## src/hdl/static_linked_list_engine_assert.svh

```systemverilog
// Assertion macros for the static linked list engine.
// Expects a clock named aclk and an active-low synchronous reset named aresetn in scope.
`ifndef STATIC_LINKED_LIST_ENGINE_ASSERT_SVH
`define STATIC_LINKED_LIST_ENGINE_ASSERT_SVH

`ifndef SYNTHESIS

// Property checked on every edge outside reset.
`define SLLE_ASSERT(lbl, prop, msg) \
    lbl: assert property (@(posedge aclk) disable iff (!aresetn) prop) \
        else $error(msg);

// Condition on one edge implies a condition on the next edge.
`define SLLE_ASSERT_NEXT(lbl, pre, post, msg) \
    lbl: assert property (@(posedge aclk) disable iff (!aresetn) (pre) |=> (post)) \
        else $error(msg);

`else

`define SLLE_ASSERT(lbl, prop, msg)
`define SLLE_ASSERT_NEXT(lbl, pre, post, msg)

`endif

`endif

```

## src/hdl/slle_pkg.sv

```systemverilog
// Shared types and constants for the static linked list engine.
// No dependencies.
package slle_pkg;

    typedef enum logic [1:0] {
        OP_INSERT   = 2'd0,
        OP_DELETE   = 2'd1,
        OP_TRAVERSE = 2'd2,
        OP_CLEAR    = 2'd3
    } op_t;

    typedef enum logic [1:0] {
        STAT_OK      = 2'd0,
        STAT_BAD_POS = 2'd1,
        STAT_NO_FREE = 2'd2,
        STAT_EMPTY   = 2'd3
    } status_t;

    typedef enum logic [7:0] {
        S_IDLE     = 8'b0000_0001,
        S_INS_FREE = 8'b0000_0010,
        S_WALK     = 8'b0000_0100,
        S_INS_LINK = 8'b0000_1000,
        S_DEL_RD   = 8'b0001_0000,
        S_DEL_FREE = 8'b0010_0000,
        S_TR_EMIT  = 8'b0100_0000,
        S_RESULT   = 8'b1000_0000
    } state_t;

    localparam int IN_TDATA_W  = 16;
    localparam int OUT_TDATA_W = 24;
    localparam int POS_W       = 6;
    localparam int VAL_W       = 8;
    localparam int LEN_W       = 6;

endpackage

```

## src/hdl/slle_ram.sv

```systemverilog
// Generic single-port-write, single-port-read RAM with registered read data.
// No dependencies.
module slle_ram #(
    parameter int WIDTH = 8,
    parameter int DEPTH = 64,
    localparam int AW = $clog2(DEPTH)
) (
    input  logic             aclk,
    input  logic             we,
    input  logic [AW-1:0]    waddr,
    input  logic [WIDTH-1:0] wdata,
    input  logic             re,
    input  logic [AW-1:0]    raddr,
    output logic [WIDTH-1:0] rdata
);

    logic [WIDTH-1:0] mem [DEPTH];
    logic [WIDTH-1:0] rdata_reg;

    always_ff @(posedge aclk) begin
        if (we) begin
            mem[waddr] <= wdata;
        end
        if (re) begin
            rdata_reg <= mem[raddr];
        end
    end

    assign rdata = rdata_reg;

endmodule

```

## src/hdl/static_linked_list_engine.sv

```systemverilog
// Static linked list engine: array-backed list with a free chain, held in link and element RAMs.
// Depends on slle_pkg, slle_ram and static_linked_list_engine_assert.svh.
//
// One item is taken at a time. The link RAM has one read port with registered read data, and
// the walk to a list position follows one link per cycle. An insert at position p takes a slot
// off the free chain, walks to the element before p and links the new element in; a delete
// walks there, unlinks the element and returns its slot to the free chain. An error result or a
// clear goes straight to the result state. A traverse reads from the list head, then emits one
// element per cycle while the output is taken. The next item can be taken in the same cycle as
// the last result is raised. The longest walk is that of an insert or delete at position
// ARRAY_SIZE - 2. The free-chain head and list head live in registers; the reset and clear state
// of the link RAM comes from per-entry valid flops, so no clearing pass is needed.
`include "static_linked_list_engine_assert.svh"

module static_linked_list_engine
    import slle_pkg::*;
#(
    parameter int ARRAY_SIZE    = 64,
    parameter int ELEMENT_WIDTH = 8
) (
    input  logic                   aclk,
    input  logic                   aresetn,
    input  logic                   s_tvalid,
    output logic                   s_tready,
    input  logic [IN_TDATA_W-1:0]  s_tdata,   // operation[1:0], position[7:2], value[15:8]
    output logic                   m_tvalid,
    input  logic                   m_tready,
    output logic [OUT_TDATA_W-1:0] m_tdata,   // status[1:0], element[9:2], list_length[15:10],
                                              // list_full[16], zero[23:17]
    output logic                   m_tlast
);

    localparam int LW   = $clog2(ARRAY_SIZE);
    localparam int CW   = $clog2(ARRAY_SIZE - 1);
    localparam int NW   = (CW > POS_W) ? CW : POS_W;
    localparam int CMPW = NW + 1;
    localparam logic [LW-1:0] HEAD = LW'(ARRAY_SIZE - 1);
    localparam logic [CW-1:0] MAX_COUNT = CW'(ARRAY_SIZE - 2);

    // Control state
    state_t                   state_reg, state_next;
    logic [LW-1:0]            free_head_reg, free_head_next;
    logic [LW-1:0]            list_head_reg, list_head_next;
    logic [CW-1:0]            count_reg, count_next;
    logic [ARRAY_SIZE-1:0]    lvalid_reg, lvalid_next;
    logic                     m_tvalid_reg, m_tvalid_next;

    // Working registers
    logic [LW-1:0]            k_reg, k_next;
    logic [LW-1:0]            f_reg, f_next;
    logic [LW-1:0]            j_reg, j_next;
    logic [NW-1:0]            walk_reg, walk_next;
    logic                     ins_reg, ins_next;
    logic [ELEMENT_WIDTH-1:0] val_reg, val_next;
    status_t                  res_status_reg, res_status_next;
    logic [LW-1:0]            rd_addr_reg, rd_addr_next;
    logic                     rd_valid_reg, rd_valid_next;
    logic [OUT_TDATA_W-1:0]   m_tdata_reg, m_tdata_next;
    logic                     m_tlast_reg, m_tlast_next;

    // RAM ports
    logic                     lw_en;
    logic [LW-1:0]            lw_addr;
    logic [LW-1:0]            lw_data;
    logic                     ew_en;
    logic                     lr_en;
    logic [LW-1:0]            lr_addr;
    logic [LW-1:0]            ram_link;
    logic [ELEMENT_WIDTH-1:0] ram_elem;

    // Decoded input and derived values
    op_t                      in_op;
    logic [POS_W-1:0]         in_pos;
    logic [63:0]              in_val64;
    logic [CMPW-1:0]          pos_x;
    logic [CMPW-1:0]          cnt_x;
    logic [LW:0]              addr_p1;
    logic [LW-1:0]            rst_link;
    logic [LW-1:0]            rd_link;
    logic [LW-1:0]            k_link;
    logic [63:0]              elem64;
    logic                     out_free;
    logic                     list_full;

    slle_ram #(
        .WIDTH (LW),
        .DEPTH (ARRAY_SIZE)
    ) u_link_ram (
        .aclk  (aclk),
        .we    (lw_en),
        .waddr (lw_addr),
        .wdata (lw_data),
        .re    (lr_en),
        .raddr (lr_addr),
        .rdata (ram_link)
    );

    slle_ram #(
        .WIDTH (ELEMENT_WIDTH),
        .DEPTH (ARRAY_SIZE)
    ) u_elem_ram (
        .aclk  (aclk),
        .we    (ew_en),
        .waddr (f_reg),
        .wdata (val_reg),
        .re    (lr_en),
        .raddr (lr_addr),
        .rdata (ram_elem)
    );

    assign in_op    = op_t'(s_tdata[1:0]);
    assign in_pos   = s_tdata[7:2];
    assign in_val64 = 64'(s_tdata[15:8]);
    assign pos_x    = CMPW'(in_pos);
    assign cnt_x    = CMPW'(count_reg);
    assign elem64   = 64'(ram_elem);
    assign out_free = !m_tvalid_reg || m_tready;
    assign list_full = (free_head_reg == '0);

    // An entry never written since reset or clear reads as its free-chain default.
    assign addr_p1  = {1'b0, rd_addr_reg} + (LW+1)'(1);
    assign rst_link = (addr_p1 < (LW+1)'(ARRAY_SIZE - 1)) ? addr_p1[LW-1:0] : '0;
    assign rd_link  = rd_valid_reg ? ram_link : rst_link;
    assign k_link   = (k_reg == HEAD) ? list_head_reg : rd_link;

    assign s_tready = (state_reg == S_IDLE);
    assign m_tvalid = m_tvalid_reg;
    assign m_tdata  = m_tdata_reg;
    assign m_tlast  = m_tlast_reg;

    always_comb begin
        state_next      = state_reg;
        free_head_next  = free_head_reg;
        list_head_next  = list_head_reg;
        count_next      = count_reg;
        lvalid_next     = lvalid_reg;
        m_tvalid_next   = m_tvalid_reg;
        k_next          = k_reg;
        f_next          = f_reg;
        j_next          = j_reg;
        walk_next       = walk_reg;
        ins_next        = ins_reg;
        val_next        = val_reg;
        res_status_next = res_status_reg;
        m_tdata_next    = m_tdata_reg;
        m_tlast_next    = m_tlast_reg;
        lw_en           = 1'b0;
        lw_addr         = '0;
        lw_data         = '0;
        ew_en           = 1'b0;
        lr_en           = 1'b0;
        lr_addr         = '0;

        if (m_tvalid_reg && m_tready) begin
            m_tvalid_next = 1'b0;
        end

        unique case (state_reg)
            S_IDLE: begin
                if (s_tvalid) begin
                    walk_next = NW'(in_pos) - NW'(1);
                    k_next    = HEAD;
                    val_next  = in_val64[ELEMENT_WIDTH-1:0];
                    unique case (in_op)
                        OP_INSERT: begin
                            ins_next = 1'b1;
                            if (in_pos == '0 || pos_x > cnt_x + CMPW'(1)) begin
                                res_status_next = STAT_BAD_POS;
                                state_next      = S_RESULT;
                            end else if (list_full) begin
                                res_status_next = STAT_NO_FREE;
                                state_next      = S_RESULT;
                            end else begin
                                lr_en      = 1'b1;
                                lr_addr    = free_head_reg;
                                f_next     = free_head_reg;
                                state_next = S_INS_FREE;
                            end
                        end
                        OP_DELETE: begin
                            ins_next = 1'b0;
                            if (count_reg == '0) begin
                                res_status_next = STAT_EMPTY;
                                state_next      = S_RESULT;
                            end else if (in_pos == '0 || pos_x > cnt_x) begin
                                res_status_next = STAT_BAD_POS;
                                state_next      = S_RESULT;
                            end else begin
                                state_next = S_WALK;
                            end
                        end
                        OP_TRAVERSE: begin
                            if (count_reg == '0) begin
                                res_status_next = STAT_EMPTY;
                                state_next      = S_RESULT;
                            end else begin
                                lr_en      = 1'b1;
                                lr_addr    = list_head_reg;
                                walk_next  = NW'(count_reg);
                                state_next = S_TR_EMIT;
                            end
                        end
                        OP_CLEAR: begin
                            lvalid_next     = '0;
                            free_head_next  = LW'(1);
                            list_head_next  = '0;
                            count_next      = '0;
                            res_status_next = STAT_OK;
                            state_next      = S_RESULT;
                        end
                        default: begin
                            state_next = S_IDLE;
                        end
                    endcase
                end
            end

            S_INS_FREE: begin
                // Pop the taken slot off the free chain.
                free_head_next = rd_link;
                state_next     = S_WALK;
            end

            S_WALK: begin
                if (walk_reg != '0) begin
                    k_next    = k_link;
                    walk_next = walk_reg - NW'(1);
                    lr_en     = 1'b1;
                    lr_addr   = k_link;
                end else if (ins_reg) begin
                    lw_en      = 1'b1;
                    lw_addr    = f_reg;
                    lw_data    = k_link;
                    ew_en      = 1'b1;
                    state_next = S_INS_LINK;
                end else begin
                    j_next     = k_link;
                    lr_en      = 1'b1;
                    lr_addr    = k_link;
                    state_next = S_DEL_RD;
                end
            end

            S_INS_LINK: begin
                if (k_reg == HEAD) begin
                    list_head_next = f_reg;
                end else begin
                    lw_en   = 1'b1;
                    lw_addr = k_reg;
                    lw_data = f_reg;
                end
                count_next      = count_reg + CW'(1);
                res_status_next = STAT_OK;
                state_next      = S_RESULT;
            end

            S_DEL_RD: begin
                // Unlink the element: its predecessor takes its successor.
                if (k_reg == HEAD) begin
                    list_head_next = rd_link;
                end else begin
                    lw_en   = 1'b1;
                    lw_addr = k_reg;
                    lw_data = rd_link;
                end
                state_next = S_DEL_FREE;
            end

            S_DEL_FREE: begin
                lw_en           = 1'b1;
                lw_addr         = j_reg;
                lw_data         = free_head_reg;
                free_head_next  = j_reg;
                count_next      = count_reg - CW'(1);
                res_status_next = STAT_OK;
                state_next      = S_RESULT;
            end

            S_TR_EMIT: begin
                if (out_free) begin
                    m_tvalid_next = 1'b1;
                    m_tlast_next  = (walk_reg == NW'(1));
                    m_tdata_next  = OUT_TDATA_W'({list_full, cnt_x[LEN_W-1:0],
                                                  elem64[VAL_W-1:0], STAT_OK});
                    walk_next     = walk_reg - NW'(1);
                    if (walk_reg == NW'(1)) begin
                        state_next = S_IDLE;
                    end else begin
                        lr_en   = 1'b1;
                        lr_addr = rd_link;
                    end
                end
            end

            S_RESULT: begin
                if (out_free) begin
                    m_tvalid_next = 1'b1;
                    m_tlast_next  = 1'b1;
                    m_tdata_next  = OUT_TDATA_W'({list_full, cnt_x[LEN_W-1:0],
                                                  {VAL_W{1'b0}}, res_status_reg});
                    state_next    = S_IDLE;
                end
            end

            default: begin
                state_next = S_IDLE;
            end
        endcase

        if (lw_en) begin
            lvalid_next[lw_addr] = 1'b1;
        end
    end

    assign rd_addr_next  = lr_en ? lr_addr : rd_addr_reg;
    assign rd_valid_next = lr_en ? lvalid_reg[lr_addr] : rd_valid_reg;

    always_ff @(posedge aclk) begin
        if (!aresetn) begin
            state_reg     <= S_IDLE;
            free_head_reg <= LW'(1);
            list_head_reg <= '0;
            count_reg     <= '0;
            lvalid_reg    <= '0;
            m_tvalid_reg  <= 1'b0;
        end else begin
            state_reg     <= state_next;
            free_head_reg <= free_head_next;
            list_head_reg <= list_head_next;
            count_reg     <= count_next;
            lvalid_reg    <= lvalid_next;
            m_tvalid_reg  <= m_tvalid_next;
        end
    end

    always_ff @(posedge aclk) begin
        k_reg          <= k_next;
        f_reg          <= f_next;
        j_reg          <= j_next;
        walk_reg       <= walk_next;
        ins_reg        <= ins_next;
        val_reg        <= val_next;
        res_status_reg <= res_status_next;
        rd_addr_reg    <= rd_addr_next;
        rd_valid_reg   <= rd_valid_next;
        m_tdata_reg    <= m_tdata_next;
        m_tlast_reg    <= m_tlast_next;
    end

    `SLLE_ASSERT(a_count_bound, (count_reg <= MAX_COUNT), "element count beyond capacity")
    `SLLE_ASSERT(a_head_not_free, (free_head_reg != HEAD), "head slot handed to free chain")
    `SLLE_ASSERT(a_full_matches_count,
        (state_reg == S_IDLE) |-> ((free_head_reg == '0) == (count_reg == MAX_COUNT)),
        "free chain and count disagree")
    `SLLE_ASSERT(a_empty_matches_head,
        (state_reg == S_IDLE) |-> ((list_head_reg == '0) == (count_reg == '0)),
        "list head and count disagree")
    `SLLE_ASSERT(a_trav_addr,
        (state_reg == S_TR_EMIT) |-> (rd_addr_reg != '0 && rd_addr_reg != HEAD),
        "traverse read a non-data slot")
    `SLLE_ASSERT_NEXT(a_clear_empties, s_tvalid && s_tready && in_op == OP_CLEAR,
        count_reg == '0 && list_head_reg == '0, "clear left elements")

endmodule
```

## config.mk

```make
export PLATFORM = sky130hd
export DESIGN_NAME = static_linked_list_engine
export DESIGN_NICKNAME = d
export VERILOG_FILES = /design/src/hdl/slle_pkg.sv /design/src/hdl/slle_ram.sv /design/src/hdl/static_linked_list_engine.sv
export VERILOG_INCLUDE_DIRS = /design/src /design/src/hdl
export SDC_FILE = /design/constraint.sdc
export NUM_CORES = 1
export LEC_CHECK = 0
export BUFFER_PORTS_ARGS = -buffer_cell sky130_fd_sc_hd__buf_4
export CAP_MARGIN = 20
export CORE_UTILIZATION = 27
export CTS_BUF_LIST = sky130_fd_sc_hd__clkbuf_4 sky130_fd_sc_hd__clkbuf_8
export CTS_CLUSTER_SIZE = 20
export DETAILED_ROUTE_END_ITERATION = 10
export PLACE_DENSITY_LB_ADDON = 0.25
export SYNTH_ARGS = -nofsm -noshare
export SYNTH_HDL_FRONTEND = slang
export SYNTH_SLANG_ARGS = --single-unit
```

## constraint.sdc

```tcl
create_clock -name aclk -period 14.7 [get_ports aclk]
set_clock_uncertainty 0.2 [all_clocks]
set_input_delay 2.94 -clock aclk [delete_from_list [all_inputs] [get_ports aclk]]
set_output_delay 2.94 -clock aclk [all_outputs]
set_load 0.1 [all_outputs]
```

**After elaboration in Yosys (flattened, before gate mapping)**

Memories as Yosys holds them, arrays and structs flattened. A register that Yosys moved wholly into a read port is not among the register bits.
Cells that the tools add are included.

- Bits in registers: 158
- Memory bits (writable): 896
- Input port bits: 20
- Output and inout port bits: 27
- Word-level logic and storage cells: 193
- Memories: 2

- $add $sub $neg: 6
- $lt $le $gt $ge: 6
- Eq/ne operators: 25
- Mux-type cells: 98
- Bitwise logic cells: 5
- Reduce and logical (&&, ||, !) cells: 34

Memories:

| memory | words | width | rd ports | clocked after Yosys merged registers in | wr ports | line | RTL |
|---|---|---|---|---|---|---|---|
| u_elem_ram.mem | 64 | 8 | 1 | 1 | 1 | slle_ram.sv:17 | `logic [WIDTH-1:0] mem [DEPTH];` |
| u_link_ram.mem | 64 | 6 | 1 | 1 | 1 | slle_ram.sv:17 |  |

Operator list:

| kind | count |
|---|---|
| 64-bit 2-to-1 mux | 4 |
| 6-bit 2-to-1 mux | 31 |
| 6-bit one-hot mux with 3 select lines | 6 |
| 8-bit 2-to-1 mux | 10 |
| 64-bit bitwise OR | 1 |
| 8-bit one-hot mux with 7 select lines | 1 |
| 24-bit 2-to-1 mux | 2 |
| 24-bit one-hot mux with 2 select lines | 1 |
| 8-bit one-hot mux with 4 select lines | 1 |
| 6-bit one-hot mux with 2 select lines | 2 |
| 6-bit one-hot mux with 4 select lines | 1 |
| 1-bit 2-to-1 mux | 23 |
| 5-bit AND reduction | 4 |
| 6-bit zero test | 3 |
| 3-bit AND reduction | 6 |
| 6-bit by 1-bit subtractor with 6-bit output, second input constant | 3 |
| 2-bit inequality test, second input constant | 8 |
| 6-bit by 1-bit adder with 7-bit output, second input constant | 2 |
| 6-bit by 7-bit less-than comparator with 1-bit output, second input constant | 2 |
| 2-bit 2-to-1 mux | 6 |
| 3-bit nonzero test | 4 |
| 8-bit by 1-bit equality test with 1-bit output, second input constant | 1 |
| 8-bit by 2-bit equality test with 1-bit output, second input constant | 1 |
| 8-bit by 3-bit equality test with 1-bit output, second input constant | 1 |
| 34 further kinds | 50 |

**Logic depth before layout (Yosys ltp)**

Gate-level depths: netlist of the first run.

- Depth in word-level cells: 10
- Mapped depth: 20
- Mapped depth without buffers: 15

**Cells and area by module**

Synthesis of the first run repeated with hierarchy kept, for this count alone.

- Cells, all modules: 2583
- Area total of the unflattened synthesis: 43643.1 sq um

By module, submodules not included:

| module | times used | cells an instance | area each (sq um) | seq. area each (sq um) |
|---|---|---|---|---|
| slle_ram (u_elem_ram) | 1 | 972 | 20270.7 | 15615.0 |
| slle_ram (u_link_ram) | 1 | 720 | 15285.9 | 11711.2 |
| static_linked_list_engine | 1 | 891 | 8086.5 | 3623.5 |

**Worst setup path after synthesis of the first run**

OpenSTA, ideal clock, no wires.

- Path type: input to register
- From: input s_tdata[2]
- To: register u_elem_ram.rdata_reg[6] (netlist: u_elem_ram.rdata[6]) (read register of u_elem_ram.mem) (data pin)
- Setup time: 0.272 ns
- Arrival: 5.585 ns
- Required time: 14.228 ns
- Path slack: 8.643 ns
- Stages on the path: 15
- Path buffers: 2
- Cells stage by stage: inv_1 > ha_1 > nand3b_1 > a21o_1 > a21oi_1 > nor3_2 > a221oi_4 > inv_2 > buf_6 > buf_2 > a211oi_1 > a31oi_1 > o2111ai_1 > nand4_1 > or4_1

- Word-level cells in the longest chain between the ends: 6
- Elaborated cells on any way between the ends: 11
- Those cells by class: order compare: 1; mux: 8; reduce/logical: 2

Ends and longest elaborated chain:

| what | line | RTL |
|---|---|---|
| start, declared | static_linked_list_engine.sv:25 | `input logic [IN_TDATA_W-1:0] s_tdata,` |
| 6-bit by 7-bit > comparator with 1-bit output / 6-bit zero test (equally long branches) | static_linked_list_engine.sv:167 | `if (in_pos == '0 \|\| pos_x > cnt_x + CMPW'(1)) begin` |
| 1-bit logical OR (*) | static_linked_list_engine.sv:167 |  |
| 6-bit 2-to-1 mux / 1-bit 2-to-1 mux (equally long branches) | static_linked_list_engine.sv:167 |  |
| 6-bit one-hot mux with 2 select lines / 1-bit one-hot mux with 2 select lines (equally long branches) | static_linked_list_engine.sv:164 | `unique case (in_op)` |
| 6-bit 2-to-1 mux / 1-bit 2-to-1 mux (equally long branches) | static_linked_list_engine.sv:160 | `if (s_tvalid) begin` |
| 6-bit one-hot mux with 3 select lines / 1-bit one-hot mux with 3 select lines (equally long branches) | static_linked_list_engine.sv:158 | `unique case (state_reg)` |
| end, declared | slle_ram.sv:18 | `logic [WIDTH-1:0] rdata_reg;` |

Mark *: on every way between the ends. The rest lies on a longest branch, timed or not.
A chain may end at the register's enable or synchronous reset.

**Final worst setup path of the first run**

- From: input s_tdata[6]
- To: register u_elem_ram.rdata_reg[1] (netlist: u_elem_ram.rdata[1]) (read register of u_elem_ram.mem) (data pin)

Same word-level chain as after synthesis.

==> results of run 1 <==
power breakdown:
group | leakage, nW | total [mW] | internal, mW | switching (mW)
registers | 9.28 | 3.32 | 3.31 | 0.0120
logic | 5.00 | 0.179 | 0.0396 | 0.139
clock network | 1.99 | 2.76 | 1.47 | 1.30
total | 16.3 | 6.26 | 4.82 | 1.45
logic make-up (layout without fill, tap and decap cells):
group | after synthesis | after routing | share of synthesized area (%)
compound gates | 627 | 627 | 9.44
other cells | 1 | 15 | 0.00851
simple gates | 1405 | 1405 | 14.4
fa+ha+maj | 28 | 28 | 0.812
flops | 1061 | 1061 | 70.2
mux | 86 | 86 | 1.96
buf+inv | 251 | 482 | 2.82
xor+xnor | 16 | 16 | 0.318
routing by layer:
layer  GRT usage [%]  vias up  wire length [microns]
met5               0        -                     11
met1            24.8    15000                  66000
li1                -    13100                      -
met3            3.23      215                  10200
met2            27.3     1159                  66900
met4            4.73        2                   3030
worst reg2reg max path, cell delays in order, from the launching register on:
cell,delay [ns]
dfxtp_1,0.53
ha_1,0.28
nand3_1,0.11
xnor2_1,0.16
ha_1,0.30
a21o_1,0.17
a21oi_1,0.15
a21oi_1,0.10
buf_4,0.16
nor3_2,0.57
a221oi_4,0.11
buf_4,0.34
inv_4,0.59
buf_4,0.59
buf_4,0.68
nand3_2,0.68
a21oi_1,0.33
nor4_1,0.09
a21oi_1,0.54
or4_1,0.23
final cells by class:
cell class,instances,area share (%)
clock buffers,270,6.53
flip-flops and latches,1061,61.4
inverters,32,0.273
multi-input cells,2169,23.9
well taps,2160,5.36
repair buffers,104,1.61
diodes,8,0.0397
clock inverters,76,0.943
cells in the mapped netlist (7+ instances only):
library cell,number
a2111oi_0,7
a211oi_1,31
a21o_1,7
a21oi_1,278
a221o_1,7
a221oi_1,22
a22o_1,11
a22oi_1,54
a311oi_1,11
a31oi_1,37
a32o_1,9
a32oi_1,17
and2_1,39
and3_1,41
buf_1,23
buf_2,84
buf_4,35
buf_6,8
clkbuf_1,69
dfxtp_1,91
edfxtp_1,970
ha_1,27
inv_1,28
mux2i_1,83
nand2_1,721
nand2b_1,8
nand3_1,184
nand4_1,22
nor2_1,198
nor2b_1,73
nor3_1,31
nor4_1,23
o2111ai_1,12
o211a_1,7
o211ai_1,8
o21a_1,15
o21ai_0,27
o22ai_1,14
o32ai_1,9
or4_1,10
xnor2_1,12
worst paths after layout:
kind                  start             endpoint  slack (ns)  cells past startpoint
max reg2reg    count_reg[0]  u_elem_ram.rdata[1]        7.72                     19
max              s_tdata[6]  u_elem_ram.rdata[1]        6.57                     17
min          lvalid_reg[21]       lvalid_reg[21]        0.30                      2
min reg2reg  lvalid_reg[21]       lvalid_reg[21]        0.30                      2
metrics by stage:
stage,instances,utilization [%],setup slack (ns)
after floorplan,3481,-,8.64
after global placement,5524,28.9,5.66
after detailed placement,5525,28.9,5.73
after CTS,5871,31.2,6.73
after global routing,5873,31.2,6.46
final,5880,31.3,6.57
==> results_dict.tcl, run 1 <==
set metrics [dict create \
    hold_viol 0 \
    cts_tree "done" \
    crit_fanout 44 \
    synth_top_cell_area_share_pct 66.1 \
    syn-instance-count 3475 \
    yosysTopAreaCell "edfxtp_1" \
    hold_path.class "flop to flop" \
    fill_cells 16300 \
    start_util_pct 27.3 \
    grt_pass1_vias 28000 \
    grt_pass1_wl_mm 208 \
    multi_input_area_sq_um 12000 \
    synth-edff-count 970 \
    io_pins 47 \
    area_growth_pct 14.4 \
    drv_slew 0 \
    setup_viol 0 \
    vias 29500 \
    tightestPinTransition_ns 1.17 \
    post_cts_buffers 0 \
    cts.sinks 1061 \
    tns_ns 0 \
    clock_latency_ns 0.93 \
    timing.fmax_mhz 123 \
    worst_ep_required_time_ns 15.28 \
    postCtsHoldBufs 0 \
    crit_path_end_kind "flop" \
    critical_path.cell_chain "buf_4 -> ha_1 -> a21o_1 -> a21oi_1 -> a21oi_1 -> buf_4 -> nor3_2 -> a221oi_4 -> buf_4 -> inv_4 -> buf_4 -> buf_4 -> nand3_2 -> a21oi_1 -> nor4_1 -> a21oi_1 -> or4_1" \
    wl_per_cell_microns 24.9 \
    grtUsageTotal_pct 17.5 \
    final_common_cell "edfxtp_1" \
    rsz0062_at_grt "false" \
    cpPeakStageDelay_ns 0.66 \
    relSlewSlack_pct 22.0 \
    dieArea_sq_um 165000 \
    register_area_sq_um 30900 \
    synthArstFlopShare_pct 0 \
    place_area_sq_um 46600 \
    largest_reg_flops 512 \
    core_area_sq_um 161000 \
    crit_type "input pin to flop" \
    die_x_microns 406 \
    final_cell_mix "970 x edfxtp_1, 720 x nand2_1, 278 x a21oi_1, 202 x clkbuf_8, 194 x nor2_1" \
    gp_congestion 0.832 \
    drive_gt1_share_pct 12.4 \
    hold_ws_ns 0.303 \
    cts-resized-gates 0 \
    yosys_warnings 0 \
    ys_types 90 \
    syn_area_sq_um 44100 \
    status "completed" \
    antenna_found_initial 8 \
    synth_flop_cell "edfxtp_1" \
    fin_crit_ns 8.13 \
    arrival_ns 8.71 \
    ys_top_cells_by_area "edfxtp_1 66%, nand2_1 6.1%, dfxtp_1 4.1%" \
    nets 3601 \
    routed_wirelength_mm 146 \
    clk_path_buf_depth 3 \
    cp_slowest_cell "nand3_2" \
    fp-row-count 147 \
    drt_iter0_markers 3067 \
    post-route-period-util_pct 55.3 \
    cp-start-kind "input pin" \
    vdd_ir_drop_max_v 0.0000851 \
    grt.overflow.total 0 \
    dp_hpwl_mm 89.3 \
    clk_transition_reported_paths_ns 0.06 \
    max_cap_viol_count 0 \
    ant_nets 0 \
    synth_area_per_cell_sq_um 12.7 \
    totalPowerFinal_mw 6.26 \
    p_per_area_nw_per_um2 124 \
    htreeDepth 4 \
    die-height_microns 406 \
    portBuffers 39 \
    dr.pass1.iters 6 \
    cp_num_buf_inv 6 \
    cts_made_buffers 185 \
    cts_root_buffer "clkbuf_8" \
    viasPerCell 5.02 \
    p_leak_nw 16.3 \
    ys_ff_latch 1061 \
    drcViolationCount 0 \
    fin_area_sq_um 50400 \
    grt_max_degree 142 \
    critPathTopFamily "buffers and inverters" \
    seq_area_frac_synth_pct 70.2 \
    timing.critical_path.mode_cell "buf_4" \
]
(Power assumes the default switching activity.)
==> run 2, diff against run 1 <==
- ABC_AREA: not set -> 1
- clock period: 14.7 -> 7.1 ns (I/O delays scaled with it)
==> run 2 against run 1 <==
- critical path depth increased by 8
- combinational power up 150%
- sequential share of layout area fell by 4.0 points
- largest cell class unchanged
==> results_dict.tcl, run 2 <==
set metrics [dict create \
    status "completed" \
    wl_per_cell_microns 20.3 \
    vdd_ir_drop_max_v 0.000181 \
    dp_hpwl_mm 81.9 \
    synth_flop_cell "edfxtp_1" \
    seqPwrFrac_pct 53.6 \
    post_cts_buffers 0 \
    synthArstFlopShare_pct 0 \
    cts_made_buffers 178 \
    cp-start-kind "flop" \
    htreeDepth 4 \
    ys_top_cells_by_area "edfxtp_1 61%, nand3_1 11%, nand2_1 8.1%" \
    cts_root_buffer "clkbuf_8" \
    hold_viol 0 \
    syn_area_sq_um 47900 \
    grt_pass1_wl_mm 219 \
    r2r_slack_ns 2.01 \
    fin_ws_ns 2.01 \
    syn-instance-count 4677 \
    cell_internal_pwr_mw 9.86 \
    synth_mux_area_share_pct 0 \
    ys_ff_latch 1061 \
    hold_path.class "flop to flop" \
    cts.sinks 1061 \
    yosysTopAreaCell "edfxtp_1" \
    routed_wirelength_mm 146 \
    ant_nets 0 \
    tightestPinTransition_ns 1.30 \
    relSlewSlack_pct 13.6 \
    drcViolationCount 0 \
    grt_pass1_vias 33200 \
    setup_viol 0 \
    synth_top_family_by_area "simple AND/OR/NAND/NOR gates" \
    synth_top_cell_area_share_pct 60.9 \
    largest_reg_flops 512 \
    place_ws_ns 1.46 \
    rsz0062_at_grt "false" \
    worst_ep_required_time_ns 7.52 \
    regToRegStartpoint "count_reg[3]" \
    fin_crit_ns 5.09 \
    timing.fmax_mhz 196 \
    p_per_area_nw_per_um2 238 \
    vias 34100 \
    fp-row-count 154 \
    drive_gt1_share_pct 9.51 \
    cts_tree "done" \
    core_area_sq_um 176000 \
    arrival_ns 5.51 \
    gp_congestion 0.853 \
    critPathCapture "u_elem_ram.rdata[4]" \
    nets 4731 \
    r2r_cells 25 \
    totalPowerFinal_mw 12.8 \
    dr.pass1.iters 5 \
    crit_fanout 82 \
    crit_type "flop to flop" \
    p_leak_nw 20.6 \
    setup.worst_path.start "count_reg[3]" \
    die_x_microns 423 \
    p_sw_share_pct 23.1 \
    synth-simple-area-share_pct 25.1 \
    post-route-period-util_pct 71.7 \
    grtUsageTotal_pct 16.0 \
    ys_top_cells_by_count "1063 x nand3_1, 1031 x nand2_1, 970 x edfxtp_1" \
    final_cell_mix "1062 x nand3_1, 1030 x nand2_1, 970 x edfxtp_1, 500 x inv_1, 257 x nor2_1" \
    start_util_pct 27.2 \
    clk_path_buf_depth 3 \
    max_cap_viol_count 0 \
    power.share.combinational_pct 3.5 \
    ys_types 51 \
    postCtsHoldBufs 0 \
    dieArea_sq_um 179000 \
    p_sw_mw 2.96 \
    yosys_warnings 0 \
    antenna_found_initial 2 \
    viasPerCell 4.75 \
    final_common_cell "nand3_1" \
    portBuffers 39 \
    clk_transition_reported_paths_ns 0.06 \
    synth.most_common_cell "nand3_1" \
    grt_max_degree 191 \
    io_pins 47 \
    cts-resized-gates 0 \
    drv_slew 0 \
    synth_compound_area_share_pct 1.99 \
    crit_path_end_kind "flop" \
    die-height_microns 423 \
    clock_latency_ns 0.88 \
    clkPwrFrac_pct 42.9 \
    tns_ns 0 \
    synth_adder_area_share_pct 0.748 \
    drt_iter0_markers 3135 \
    synth_area_per_cell_sq_um 10.2 \
    synth-edff-count 970 \
    reg2reg_to "u_elem_ram.rdata[4]" \
    grt.overflow.total 0 \
    synthXorXnorAreaFrac_pct 0.220 \
    min_delay_path_depth 2 \
    area_growth_pct 12.7 \
    seq_area_frac_synth_pct 64.7 \
]
-- run 2: how the worst min path moves through the flow --
stage,from,to,slack (ns)
6_report,lvalid_reg[24],lvalid_reg[24],0.28
5_1_grt,lvalid_reg[8],lvalid_reg[8],0.31
4_1_cts,lvalid_reg[32],lvalid_reg[32],0.28
3_5_place_dp,lvalid_reg[24],lvalid_reg[24],0.27
3_3_place_gp,lvalid_reg[20],lvalid_reg[20],0.26
2_1_floorplan,count_reg[2],m_tdata[12],0.23
-- run 2: metrics by stage --
step                instances  hold slack, ns  util (%)  cell area (sq um)
finish                   7179           0.279      30.6              54000
global route             7178           0.310      30.6              54000
CTS                      7177           0.281      30.6              53900
detailed placement       6843           0.268      28.6              50400
global placement         6843           0.258      28.6              50400
floorplan                4683           0.231         -              47900
-- run 2: cell families after synthesis --
group           count (synthesis)
xor+xnor                       12
flops                        1061
buf+inv                       807
fa+ha+maj                      28
simple gates                 2598
compound gates                170
other cells                     1
-- run 2: per-layer routing --
| layer | track usage [%] | wire length, microns | vias up |
|---|---|---|---|
| met4 | 5.29 | 3500 | 0 |
| met5 | 0 | 0 | - |
| met2 | 25.3 | 67300 | 1039 |
| met3 | 2.27 | 7720 | 236 |
| met1 | 22.5 | 67200 | 16900 |
| li1 | - | - | 16000 |
-- run 2: area by class of cell --
class,instances,area (sq um)
diodes,2,5.00
clock buffers,268,3200
clock inverters,66,347
fillers,18300,122000
inverters,518,1960
multi-input cells,2815,13600
flip-flops and latches,1061,30900
well taps,2340,2930
repair buffers,109,1010
-- run 2: power by group through the flow --
stage	clock [mW]	sequential [mW]	combinational (mW)
after floorplan	0	7.06	0.212
after global placement	0	7.00	0.442
after global routing	5.88	6.87	0.477
after CTS	5.64	6.87	0.446
final	5.50	6.87	0.443
after detailed placement	0	7.00	0.445
-- run 2: critical path, cell delays in order, from the launching register on --
cell,delay (ns)
dfxtp_1,0.61
inv_1,0.13
nor3_1,0.24
xor2_1,0.10
ha_1,0.30
nand2_1,0.07
nor2_1,0.14
nand2_1,0.07
nand2_1,0.08
nand2_1,0.08
nand3_1,0.08
nand2_1,0.05
nand2_1,0.05
nand2_1,0.12
inv_8,0.41
nand2_8,0.49
buf_12,0.38
buf_4,0.26
nand2_1,0.07
nand2_1,0.06
nand2_1,0.06
nand3_1,0.07
nand3_1,0.18
nand3_1,0.14
nand3_1,0.19
nand2_1,0.09
